## config.mk

```make
export PLATFORM = sky130hd
export DESIGN_NAME = ipv4_header_classifier
export DESIGN_NICKNAME = d
export VERILOG_FILES = /design/src/sv/ihc_pkg.sv /design/src/sv/ihc_parser.sv /design/src/sv/ihc_judge.sv /design/src/sv/ipv4_header_classifier.sv
export SDC_FILE = /design/constraint.sdc
export NUM_CORES = 1
export LEC_CHECK = 0
export ABC_AREA = 0
export ABC_CLOCK_PERIOD_IN_PS = 7300
export BUFFER_PORTS_ARGS = -buffer_cell sky130_fd_sc_hd__buf_2
export CELL_PAD_IN_SITES_DETAIL_PLACEMENT = 0
export CELL_PAD_IN_SITES_GLOBAL_PLACEMENT = 1
export CORE_ASPECT_RATIO = 2
export CORE_MARGIN = 10
export CORE_UTILIZATION = 50
export CTS_BUF_LIST = sky130_fd_sc_hd__clkbuf_4 sky130_fd_sc_hd__clkbuf_8
export DETAILED_ROUTE_END_ITERATION = 16
export MAX_ROUTING_LAYER = met4
export PLACE_DENSITY_LB_ADDON = 0.1
export SYNTH_ARGS = -nofsm -noshare
export SYNTH_HDL_FRONTEND = slang
export SYNTH_SLANG_ARGS = --single-unit
```

## constraint.sdc

```tcl
create_clock -name clk -period 7.3 [get_ports clk]
set_input_delay 1.46 -clock clk [delete_from_list [all_inputs] [get_ports clk]]
set_output_delay 1.46 -clock clk [all_outputs]
set_load 0.005 [all_outputs]
```

## src/sv/ihc_pkg.sv

```systemverilog
// Shared types and constants for the IPv4 header classifier.
package ihc_pkg;

  localparam int unsigned LINK_BYTES_W = 7;
  localparam int unsigned CFG_DATA_W   = 7;

  localparam logic [LINK_BYTES_W-1:0] LINK_BYTES_RESET = 7'd14;

  // Configuration register indexes
  typedef enum logic [0:0] {
    CFG_LINK_HEADER_BYTES   = 1'b0,
    CFG_CHECKSUM_CHECK_EN   = 1'b1
  } cfg_index_t;

  // Byte offsets within the IPv4 header; OFF_TCP_DOFF counts from the end of it
  localparam logic [15:0] OFF_VER_IHL    = 16'd0;
  localparam logic [15:0] OFF_LEN_HI     = 16'd2;
  localparam logic [15:0] OFF_LEN_LO     = 16'd3;
  localparam logic [15:0] OFF_FRAG_HI    = 16'd6;
  localparam logic [15:0] OFF_FRAG_LO    = 16'd7;
  localparam logic [15:0] OFF_PROTOCOL   = 16'd9;
  localparam logic [15:0] OFF_CSUM_HI    = 16'd10;
  localparam logic [15:0] OFF_CSUM_LO    = 16'd11;
  localparam logic [15:0] OFF_TCP_DOFF   = 16'd12;
  localparam logic [15:0] POSITION_MAX   = 16'hffff;

  localparam logic [7:0] PROTO_ICMP = 8'd1;
  localparam logic [7:0] PROTO_TCP  = 8'd6;
  localparam logic [7:0] PROTO_UDP  = 8'd17;

  localparam logic [16:0] TCP_MIN_HEADER  = 17'd20;
  localparam logic [5:0]  ICMP_HEADER_LEN = 6'd4;
  localparam logic [5:0]  UDP_HEADER_LEN  = 6'd8;

  typedef enum logic [2:0] {
    VERDICT_BAD_CHECKSUM  = 3'd0,
    VERDICT_CORRUPT       = 3'd1,
    VERDICT_UNSUPPORTED   = 3'd2,
    VERDICT_TCP           = 3'd3,
    VERDICT_TCP_FRAG_HEAD = 3'd4,
    VERDICT_ICMP          = 3'd5,
    VERDICT_UDP           = 3'd6
  } verdict_t;

  typedef struct packed {
    logic [LINK_BYTES_W-1:0] link_header_bytes;
    logic                    checksum_check_enable;
  } cfg_t;

  // Header fields and running sum gathered over one frame
  typedef struct packed {
    logic [3:0]  header_words;
    logic [15:0] total_length;
    logic [15:0] flags_offset;
    logic [7:0]  protocol_number;
    logic [15:0] stored_checksum;
    logic [15:0] checksum_sum;
    logic [3:0]  tcp_offset_words;
  } frame_t;

  typedef struct packed {
    verdict_t    verdict;
    logic [5:0]  ip_header_length;
    logic [5:0]  transport_header_length;
    logic [15:0] payload_length;
    logic        first_fragment;
    logic        later_fragment;
  } result_t;

endpackage

```

## src/sv/ihc_parser.sv

```systemverilog
// Byte input register, per-frame header capture and checksum sum, frame snapshot.
module ihc_parser (
  input  logic             clk,
  input  logic             rst,
  input  ihc_pkg::cfg_t    cfg,
  input  logic             in_valid,
  output logic             in_ready,
  input  logic [7:0]       frame_byte,
  input  logic             last_byte,
  output logic             snap_valid,
  input  logic             snap_take,
  output ihc_pkg::frame_t  snap
);

  logic            hold_valid;
  logic [7:0]      hold_byte;
  logic            hold_last;
  logic            hold_go;
  logic            snap_ready;

  logic [15:0]     byte_position;
  logic [15:0]     byte_position_next;
  ihc_pkg::frame_t frame;
  ihc_pkg::frame_t frame_next;

  logic [15:0]     link_start;
  logic [15:0]     off;
  logic [5:0]      hlen;
  logic [15:0]     sum_part;
  logic [16:0]     sum_wide;

  assign snap_ready = !snap_valid || snap_take;
  // only a last byte can wait, and only on a full snapshot
  assign hold_go    = hold_valid && (!hold_last || snap_ready);
  assign in_ready   = !hold_valid || hold_go;
  assign link_start = {9'd0, cfg.link_header_bytes};

  always_comb begin
    frame_next = frame;
    off        = byte_position - link_start;
    hlen       = {frame.header_words, 2'b00};
    sum_part   = off[0] ? {8'd0, hold_byte} : {hold_byte, 8'd0};
    sum_wide   = {1'b0, frame.checksum_sum} + {1'b0, sum_part};
    if (byte_position >= link_start) begin
      if (off == ihc_pkg::OFF_VER_IHL) begin
        frame_next.header_words = hold_byte[3:0];
      end
      hlen = {frame_next.header_words, 2'b00};
      if (off == ihc_pkg::OFF_LEN_HI)   frame_next.total_length[15:8]    = hold_byte;
      if (off == ihc_pkg::OFF_LEN_LO)   frame_next.total_length[7:0]     = hold_byte;
      if (off == ihc_pkg::OFF_FRAG_HI)  frame_next.flags_offset[15:8]    = hold_byte;
      if (off == ihc_pkg::OFF_FRAG_LO)  frame_next.flags_offset[7:0]     = hold_byte;
      if (off == ihc_pkg::OFF_PROTOCOL) frame_next.protocol_number       = hold_byte;
      if (off == ihc_pkg::OFF_CSUM_HI)  frame_next.stored_checksum[15:8] = hold_byte;
      if (off == ihc_pkg::OFF_CSUM_LO)  frame_next.stored_checksum[7:0]  = hold_byte;
      // end-around carry keeps the sum folded to 16 bits
      if (off < {10'd0, hlen} && off != ihc_pkg::OFF_CSUM_HI &&
          off != ihc_pkg::OFF_CSUM_LO) begin
        frame_next.checksum_sum = sum_wide[15:0] + {15'd0, sum_wide[16]};
      end
      if (off == {10'd0, hlen} + ihc_pkg::OFF_TCP_DOFF) begin
        frame_next.tcp_offset_words = hold_byte[7:4];
      end
    end
    byte_position_next = (byte_position < ihc_pkg::POSITION_MAX) ?
                         byte_position + 16'd1 : byte_position;
  end

  always_ff @(posedge clk) begin
    if (rst) begin
      hold_valid <= 1'b0;
    end else if (in_valid && in_ready) begin
      hold_valid <= 1'b1;
    end else if (hold_go) begin
      hold_valid <= 1'b0;
    end
  end

  always_ff @(posedge clk) begin
    if (in_valid && in_ready) begin
      hold_byte <= frame_byte;
      hold_last <= last_byte;
    end
  end

  always_ff @(posedge clk) begin
    if (rst) begin
      byte_position <= 16'd0;
      frame         <= '0;
    end else if (hold_go) begin
      if (hold_last) begin
        byte_position <= 16'd0;
        frame         <= '0;
      end else begin
        byte_position <= byte_position_next;
        frame         <= frame_next;
      end
    end
  end

  always_ff @(posedge clk) begin
    if (rst) begin
      snap_valid <= 1'b0;
    end else if (hold_go && hold_last) begin
      snap_valid <= 1'b1;
    end else if (snap_take) begin
      snap_valid <= 1'b0;
    end
  end

  always_ff @(posedge clk) begin
    if (hold_go && hold_last) begin
      snap <= frame_next;
    end
  end

endmodule

```

## src/sv/ihc_judge.sv

```systemverilog
// Verdict and length calculation from a frame snapshot, with the result register.
module ihc_judge (
  input  logic             clk,
  input  logic             rst,
  input  ihc_pkg::cfg_t    cfg,
  input  logic             snap_valid,
  input  ihc_pkg::frame_t  snap,
  output logic             snap_take,
  output logic             out_valid,
  input  logic             out_ready,
  output ihc_pkg::result_t result
);

  ihc_pkg::result_t   res_next;
  logic               judge_ready;
  logic [5:0]         hlen;
  logic signed [16:0] rest;
  logic signed [16:0] tcp_data;
  logic [5:0]         tcp_thl;
  logic               later;
  logic               first;
  logic               csum_bad;

  assign judge_ready = !out_valid || out_ready;
  assign snap_take   = snap_valid && judge_ready;

  assign hlen     = {snap.header_words, 2'b00};
  assign rest     = $signed({1'b0, snap.total_length}) - $signed({11'd0, hlen});
  assign tcp_thl  = {snap.tcp_offset_words, 2'b00};
  assign tcp_data = rest - $signed({11'd0, tcp_thl});
  assign later    = snap.flags_offset[12:0] != 13'd0;
  assign first    = snap.flags_offset[13] && !later;
  assign csum_bad = cfg.checksum_check_enable &&
                    ((~snap.checksum_sum) != snap.stored_checksum);

  always_comb begin
    res_next                         = '0;
    res_next.ip_header_length        = hlen;
    res_next.first_fragment          = first;
    res_next.later_fragment          = later;
    res_next.verdict                 = ihc_pkg::VERDICT_UNSUPPORTED;
    if (csum_bad) begin
      res_next.verdict        = ihc_pkg::VERDICT_BAD_CHECKSUM;
      res_next.first_fragment = 1'b0;
      res_next.later_fragment = 1'b0;
    end else if (snap.protocol_number == ihc_pkg::PROTO_TCP) begin
      priority if (later || (rest < $signed(ihc_pkg::TCP_MIN_HEADER) && first)) begin
        if (rest < 0) begin
          res_next.verdict = ihc_pkg::VERDICT_CORRUPT;
        end else begin
          res_next.verdict        = later ? ihc_pkg::VERDICT_TCP
                                          : ihc_pkg::VERDICT_TCP_FRAG_HEAD;
          res_next.payload_length = rest[15:0];
        end
      end else if (rest < $signed(ihc_pkg::TCP_MIN_HEADER)) begin
        res_next.verdict = ihc_pkg::VERDICT_CORRUPT;
      end else if (tcp_data >= 0) begin
        res_next.verdict                 = ihc_pkg::VERDICT_TCP;
        res_next.transport_header_length = tcp_thl;
        res_next.payload_length          = tcp_data[15:0];
      end else if (first) begin
        // header runs past the data: report it as a fragment head
        res_next.verdict        = ihc_pkg::VERDICT_TCP_FRAG_HEAD;
        res_next.payload_length = rest[15:0];
      end else begin
        res_next.verdict                 = ihc_pkg::VERDICT_CORRUPT;
        res_next.transport_header_length = tcp_thl;
      end
    end else if (snap.protocol_number == ihc_pkg::PROTO_ICMP) begin
      if (!later && rest >= $signed({11'd0, ihc_pkg::ICMP_HEADER_LEN})) begin
        res_next.verdict                 = ihc_pkg::VERDICT_ICMP;
        res_next.transport_header_length = ihc_pkg::ICMP_HEADER_LEN;
        res_next.payload_length          = rest[15:0] - {10'd0, ihc_pkg::ICMP_HEADER_LEN};
      end
    end else if (snap.protocol_number == ihc_pkg::PROTO_UDP) begin
      if (!later && rest >= $signed({11'd0, ihc_pkg::UDP_HEADER_LEN})) begin
        res_next.verdict                 = ihc_pkg::VERDICT_UDP;
        res_next.transport_header_length = ihc_pkg::UDP_HEADER_LEN;
        res_next.payload_length          = rest[15:0] - {10'd0, ihc_pkg::UDP_HEADER_LEN};
      end
    end
  end

  always_ff @(posedge clk) begin
    if (rst) begin
      out_valid <= 1'b0;
    end else if (snap_take) begin
      out_valid <= 1'b1;
    end else if (out_ready) begin
      out_valid <= 1'b0;
    end
  end

  always_ff @(posedge clk) begin
    if (snap_take) begin
      result <= res_next;
    end
  end

endmodule

```

## src/sv/ipv4_header_classifier.sv

```systemverilog
// Top level of the IPv4 header classifier: configuration registers and pipeline.
//
//  channel  handshake              payload
//  -------  ---------------------  ---------------------------------------------
//  in       in_valid / in_ready    frame_byte, last_byte
//  out      out_valid / out_ready  verdict, ip_header_length,
//                                  transport_header_length, payload_length,
//                                  first_fragment, later_fragment
//  cfg      cfg_write_enable       cfg_index, cfg_data (no read-back)
//
// One byte is accepted per cycle while in_ready is high. After the last byte is accepted, a
// result passes through the byte register, then frame snapshot, then result register.
// Reset (synchronous) sets link_header_bytes to 14, the checksum check on,
// and clears the frame state. Input stalls only when a last byte finds both
// the snapshot and the result register full while out_ready is low.
module ipv4_header_classifier (
  input  logic       clk,
  input  logic       rst,
  input  logic       cfg_write_enable,
  input  logic [0:0] cfg_index,
  input  logic [6:0] cfg_data,
  input  logic       in_valid,
  output logic       in_ready,
  input  logic [7:0] frame_byte,
  input  logic       last_byte,
  output logic       out_valid,
  input  logic       out_ready,
  output logic [2:0] verdict,
  output logic [5:0] ip_header_length,
  output logic [5:0] transport_header_length,
  output logic [15:0] payload_length,
  output logic       first_fragment,
  output logic       later_fragment
);

  ihc_pkg::cfg_t    cfg;
  ihc_pkg::frame_t  snap;
  ihc_pkg::result_t result;
  logic             snap_valid;
  logic             snap_take;

  always_ff @(posedge clk) begin
    if (rst) begin
      cfg.link_header_bytes     <= ihc_pkg::LINK_BYTES_RESET;
      cfg.checksum_check_enable <= 1'b1;
    end else if (cfg_write_enable) begin
      unique case (ihc_pkg::cfg_index_t'(cfg_index))
        ihc_pkg::CFG_LINK_HEADER_BYTES: cfg.link_header_bytes     <= cfg_data;
        ihc_pkg::CFG_CHECKSUM_CHECK_EN: cfg.checksum_check_enable <= cfg_data[0];
      endcase
    end
  end

  ihc_parser u_parser (
    .clk        (clk),
    .rst        (rst),
    .cfg        (cfg),
    .in_valid   (in_valid),
    .in_ready   (in_ready),
    .frame_byte (frame_byte),
    .last_byte  (last_byte),
    .snap_valid (snap_valid),
    .snap_take  (snap_take),
    .snap       (snap)
  );

  ihc_judge u_judge (
    .clk        (clk),
    .rst        (rst),
    .cfg        (cfg),
    .snap_valid (snap_valid),
    .snap       (snap),
    .snap_take  (snap_take),
    .out_valid  (out_valid),
    .out_ready  (out_ready),
    .result     (result)
  );

  assign verdict                 = result.verdict;
  assign ip_header_length        = result.ip_header_length;
  assign transport_header_length = result.transport_header_length;
  assign payload_length          = result.payload_length;
  assign first_fragment          = result.first_fragment;
  assign later_fragment          = result.later_fragment;

  // input may only back up behind a full snapshot and a stalled result
  a_stall_cause: assert property (@(posedge clk) disable iff (rst)
    !in_ready |-> snap_valid && out_valid && !out_ready)
    else $error("input stalled without a full pipeline");

  a_new_result_source: assert property (@(posedge clk) disable iff (rst)
    $rose(out_valid) |-> $past(snap_valid))
    else $error("result appeared without a snapshot");

  a_bad_checksum_fields: assert property (@(posedge clk) disable iff (rst)
    out_valid && verdict == ihc_pkg::VERDICT_BAD_CHECKSUM |->
      transport_header_length == 6'd0 && payload_length == 16'd0 &&
      !first_fragment && !later_fragment)
    else $error("bad checksum result carries fields");

  a_fragment_flags: assert property (@(posedge clk) disable iff (rst)
    out_valid |-> !(first_fragment && later_fragment))
    else $error("first and later fragment both set");

endmodule

```

==> After elaboration in Yosys (flattened, before gate mapping) <==
Index checks and enable logic that the tools add are counted.
{ "totals": {"register_bits": 225, "in_bits": 22, "out_inout_bits": 35, "wordCells": 136} }
{ "op_classes": {"n_addsub": 9, "magnitude_cmp": 8, "eq_ne": 14, "mux": 45, "n_bitwise": 2, "n_reduce_logical": 30} }
{ "op_table": {"columns": ["op", "n"], "rows": [
  ["$mux 80", 2],
  ["$mux 16", 7],
  ["$mux 22", 5],
  ["$mux 8", 7],
  ["$eq 16x4->1 const B", 3],
  ["$mux 3", 11],
  ["$eq 16x2->1 const B", 2],
  ["$eq 16x3->1 const B", 2],
  ["$ne 16x4->1 const B", 2],
  ["$mux 20", 1],
  ["$mux 19", 1],
  ["$add 16x16->17", 1],
  ["$ge 17x1->1 const B", 1],
  ["$ge 17x4->1 const B", 1],
  ["$ge 17x5->1 const B", 1],
  ["$lt 17x1->1 const B", 1],
  ["$lt 17x6->1 const B", 1],
  ["$sub 16x6->17", 1],
  ["$sub 17x7->17", 1],
  ["$add 16x1->16", 1],
  ["$add 16x1->16 const B", 1],
  ["$eq 16x16->1", 1],
  ["$ge 16x7->1", 1],
  ["$logic_not 16->1", 1],
  ["21 further kinds", 52]
]} }

==> Longest topological paths before layout <==
{ "depth": {"word_depth": 10, "ltp_mapped": 22, "depth_no_buf": 21} }

==> Cells and area by module <==
Synthesis repeated with hierarchy kept, for this count alone.
{ "unflattened": {"cells_unflattened": 1341, "area_unflattened_um2": 13434.1} }
{ "by_module_without_submodules": {"columns": ["module", "instances", "cells_per_inst", "area_each_um2", "seq_area_each_um2"], "rows": [
  ["ihc_parser", 1, 899, 9644.2, 4634.4],
  ["ihc_judge", 1, 408, 3444.6, 890.9],
  ["ipv4_header_classifier", 1, 34, 345.3, 160.2]
]} }

==> Worst setup path before layout <==
OpenSTA, ideal clock, no wires.
{ "synth_timing": {"path_type": "input port to flip-flop", "start": "input port out_ready", "end": "register u_parser.byte_position[10]", "setup_time_ns": 0.128, "t_arrival_ns": 6.036, "required_time_ns": 7.172, "setup_slack_ns": 1.136, "cell_stages": 8, "n_path_buf": 2, "cell_sequence": "nor2b_1 nand3_1 nand2_1 nor2_1 or2_2 clkbuf_1 clkbuf_1 nor2_1"} }
{ "synth_between": {"elab_chain_cells": 6} }
{ "synth_lines": {"columns": ["item", "line", "text"], "rows": [
  ["start: declaration", "ipv4_header_classifier.sv:27", "input logic out_ready,"],
  ["$logic_or 1x1->1", "ihc_judge.sv:24", "assign judge_ready = !out_valid || out_ready;"],
  ["$logic_and 1x1->1", "ihc_judge.sv:25", "assign snap_take = snap_valid && judge_ready;"],
  ["$logic_or 1x1->1", "ihc_parser.sv:32", "assign snap_ready = !snap_valid || snap_take;"],
  ["$logic_or 1x1->1", "ihc_parser.sv:34", "assign hold_go = hold_valid && (!hold_last || snap_ready);"],
  ["$logic_and 1x1->1", "ihc_parser.sv:34", null],
  ["$reduce_and 2->1 (no source line)", null, null],
  ["end signal: assignment", "ihc_parser.sv:95", "byte_position <= byte_position_next;"],
  ["end: declaration", "ihc_parser.sv:21", "logic [15:0] byte_position;"]
]} }
Every way passes these cells.
A chain may end at the register's enable or synchronous reset.

==> metrics.txt <==
final number of setup-violating endpoints=0; Core Area=25550 um^2; die area=32960 um^2; number of global-route vias before repair=10770; critical-path cell list=inv_1 > ha_1 > fa_1 > nand2b_1 > or4_1 > a2111o_1 > o211ai_2 > nand4_1 > nor2_1 > mux2_2 > inv_1 > ha_1 > inv_1 > nor4_1 > a211oi_1 > o21ai_1 > a31oi_1 > nor4b_4 > mux2_2; RePlAce Congestion=0.9756; Vias/cell=5.942; max_slew headroom=28.23%; I/O pins=57; CP peak stage delay=590 ps; Slew Limit Fails=0; DRC Markers=0; DR top layer=met4; CP max-delay cell=nor4b_4; Critical Path Sink Type=register; distinct cell type count after synthesis=87; post-route ant nets=0; Num Clock Sinks=221; share of cells above drive strength 1=15.01%; P&R area growth vs syn=9.940%; synthesized flop and latch total=221; CTS buffer count=31; clk_skew=31.62 ps; P_leak=5.156 nW; final wirelength=37470 um; clock slew at reported path FFs=70 ps; ys async rst share=0%; Die Y=247.0 um; Pwr Density=194.9 nW/um^2; wire per inst=21.38 um; yosys warns=0; worst path arrival time=5830 ps; drt pass-1 iters=5; worst min path class=register to register; largest net degree at the start of global routing=80; Starting Density=50.41%; # rows=83; postcts setup bufs=0; worst hold stages=2; Final Worst Setup Slack=1836 ps; Min Clock Period, post-route=5464 ps; HPWL Detailed=28550 um; setup TNS=0 ps; htree depth=1; post-CTS sizing=0; sequential-to-total area share from yosys stat=43.37%; achievable frequency=0.1830 GHz; Root Buffer=clkbuf_8; via count=10420; Buffers on Ports=52; CTS tree=yes; Max-Cap Viols=0; Worst-Skew Late Latency=610 ps; status=finished, final reports clean; initial antenna violation count=1; All-Layer GR Usage=23.05%; wl on met1=12200 um; global-route wire length before repair=58350 um; Final #Nets=1458; metal3 WL=1216 um; maximum vdd drop=139.5 uV; CP Max Fanout=8; Most used DFF post-synth=edfxtp_1; CP Launch Type=register; Initial DRC Count=373; gr ovfl total=0; Setup WS pre-CTS=1913 ps; Critical Path RT=7660 ps; period utilization=74.85%; CTS max path bufs=3; Crit Path Category=register to register; CTS Hold Bufs=0; Register-to-Register Path Depth=19; die width=133.5 um; Post-synth EDFFs=116; Post-Synthesis Cells=1352; Mapped Area=12880 um^2; Syn Area/Cell=9.525 um^2; Critical Path Most Common Cell=inv_1; RSZ-0062 raised after global routing=false; Slew @ Worst Pin=1073 ps; Final Hold Fails=0; Met2 Wirelength=21490 um
-- final timing paths --
path,from,end,slack (ps)
max,u_parser.byte_position[0]$_SDFFE_PP0P_,u_parser.snap[1]$_DFFE_PP_,1840
min,u_parser.frame[2]$_SDFFE_PP0P_,u_parser.frame[2]$_SDFFE_PP0P_,470
max reg2reg,u_parser.byte_position[0]$_SDFFE_PP0P_,u_parser.snap[1]$_DFFE_PP_,1840
min reg2reg,u_parser.frame[2]$_SDFFE_PP0P_,u_parser.frame[2]$_SDFFE_PP0P_,470
-- final cells by class --
cell class                      instances  area (um^2)
Clock buffer                           44        549.3
Inverter                               51        191.4
Tap cell                              340        425.4
Antenna cell                            1        2.502
Clock inverter                         14        195.2
Fill cell                            2389        11390
Sequential cell                       221         5585
Multi-Input combinational cell       1010         6798
Timing Repair Buffer                   72        410.4
-- flip-flops by register name, indices dropped and copies added, names as in the netlist --
name                    flops
u_parser.hold_valid         1
u_judge.out_valid           1
cfg                         8
u_parser.hold_byte          8
u_parser.byte_position     16
u_parser.snap              78
u_parser.snap_valid         1
u_parser.hold_last          1
u_parser.frame             78
u_judge.result             29
-- cells by family (layout without fill, tap and decap cells) --
group,Yosys count,count (layout),synth area share (%)
and+or+nand+nor,477,477,18.34
AOI/OAI and AO/OA,328,328,17.69
DFF,221,221,43.37
buffers and inverters,124,181,4.052
xor gates and xnor gates,89,89,6.053
muxes,63,63,5.461
adders and majority gates,49,49,4.994
other,1,5,0.02912
-- cells in the mapped netlist (5+ instances only) --
cell,instances,area (um^2)
a221oi_1,5,43.79
nor4_1,11,68.82
ha_1,45,563.0
buf_4,5,37.54
nor3_1,20,100.1
o21a_1,7,52.55
a41oi_1,5,43.79
and2_1,18,112.6
nand4_1,19,118.9
clkbuf_1,52,195.2
mux2_2,58,653.1
dfxtp_1,105,2102
mux2i_1,5,50.05
nand2_1,98,367.9
o211ai_1,6,45.04
and3_1,10,62.56
nor2b_1,30,187.7
xor2_1,39,341.6
a21o_1,16,120.1
nand3_1,30,150.1
xnor2_1,50,437.9
buf_2,12,60.06
or3_1,10,62.56
nor2_1,167,626.9
o21bai_1,8,60.06
or2_2,6,37.54
or4_1,5,37.54
a211oi_1,16,120.1
a21oi_1,54,270.3
o31ai_1,5,37.54
o22ai_1,22,137.6
a31oi_1,12,75.07
edfxtp_1,116,3483
nor3b_1,6,45.04
inv_1,51,191.4
o21ai_0,54,270.3
nand2b_1,24,150.1
a22oi_1,61,457.9
-- metrics by stage --
step | power, mW | instances | hold slack, ps | cell area, um^2 | utilization [%]
2_1_floorplan | 1.541 | 1355 | 426.4 | 12890 | -
3_3_place_gp | 1.637 | 1694 | 451.9 | 13410 | 52.49
3_5_place_dp | 1.638 | 1694 | 463.3 | 13410 | 52.49
4_1_cts | 2.784 | 1752 | 472.8 | 14150 | 55.41
5_1_grt | 2.859 | 1753 | 500.1 | 14160 | 55.42
6_report | 2.760 | 1753 | 471.4 | 14160 | 55.42
-- where the power goes --
| part | switching (mW) | leakage (nW) | internal [mW] |
|---|---|---|---|
| Combinational | 0.186 | 2.82 | 0.0857 |
| Sequential | 0.0175 | 1.95 | 1.32 |
| Clock | 0.485 | 0.390 | 0.663 |
-- layout by cell type (no fill, tap or decap), drive strengths merged, types with 7 or more instances in the layout --
| cell | count |
|---|---|
| buf | 72 |
| ha | 45 |
| xnor2 | 50 |
| a21oi | 54 |
| xor2 | 39 |
| clkbuf | 44 |
| nor4 | 13 |
| nor2b | 30 |
| or3 | 10 |
| a211oi | 18 |
| nor2 | 167 |
| clkinv | 8 |
| inv | 51 |
| dfxtp | 105 |
| nor3 | 21 |
| a31oi | 13 |
| and3 | 10 |
| and2 | 20 |
| o211ai | 7 |
| nand2b | 24 |
| o21bai | 8 |
| a21o | 16 |
| o22ai | 23 |
| a22oi | 61 |
| nand3 | 30 |
| o21ai | 58 |
| mux2 | 58 |
| nand2 | 98 |
| or2 | 9 |
| edfxtp | 116 |
| o21a | 7 |
| nand4 | 19 |
-- worst max-delay path, delay by kind of cell, from the launching register on --
kind | cells | cell delay (ps)
simple gates | 6 | 2210
compound gates | 5 | 800
mux | 2 | 790
buf+inv | 3 | 230
flops | 1 | 370
fa+ha+maj | 3 | 800
-- metal layers --
layer  vias up  global-route usage (%)
met1      4990                   19.67
met4         0                   15.82
li1       5009                       -
met5         -                       -
met3       128                   2.581
met2       289                   44.98
Power figures use the tool's default switching activity.
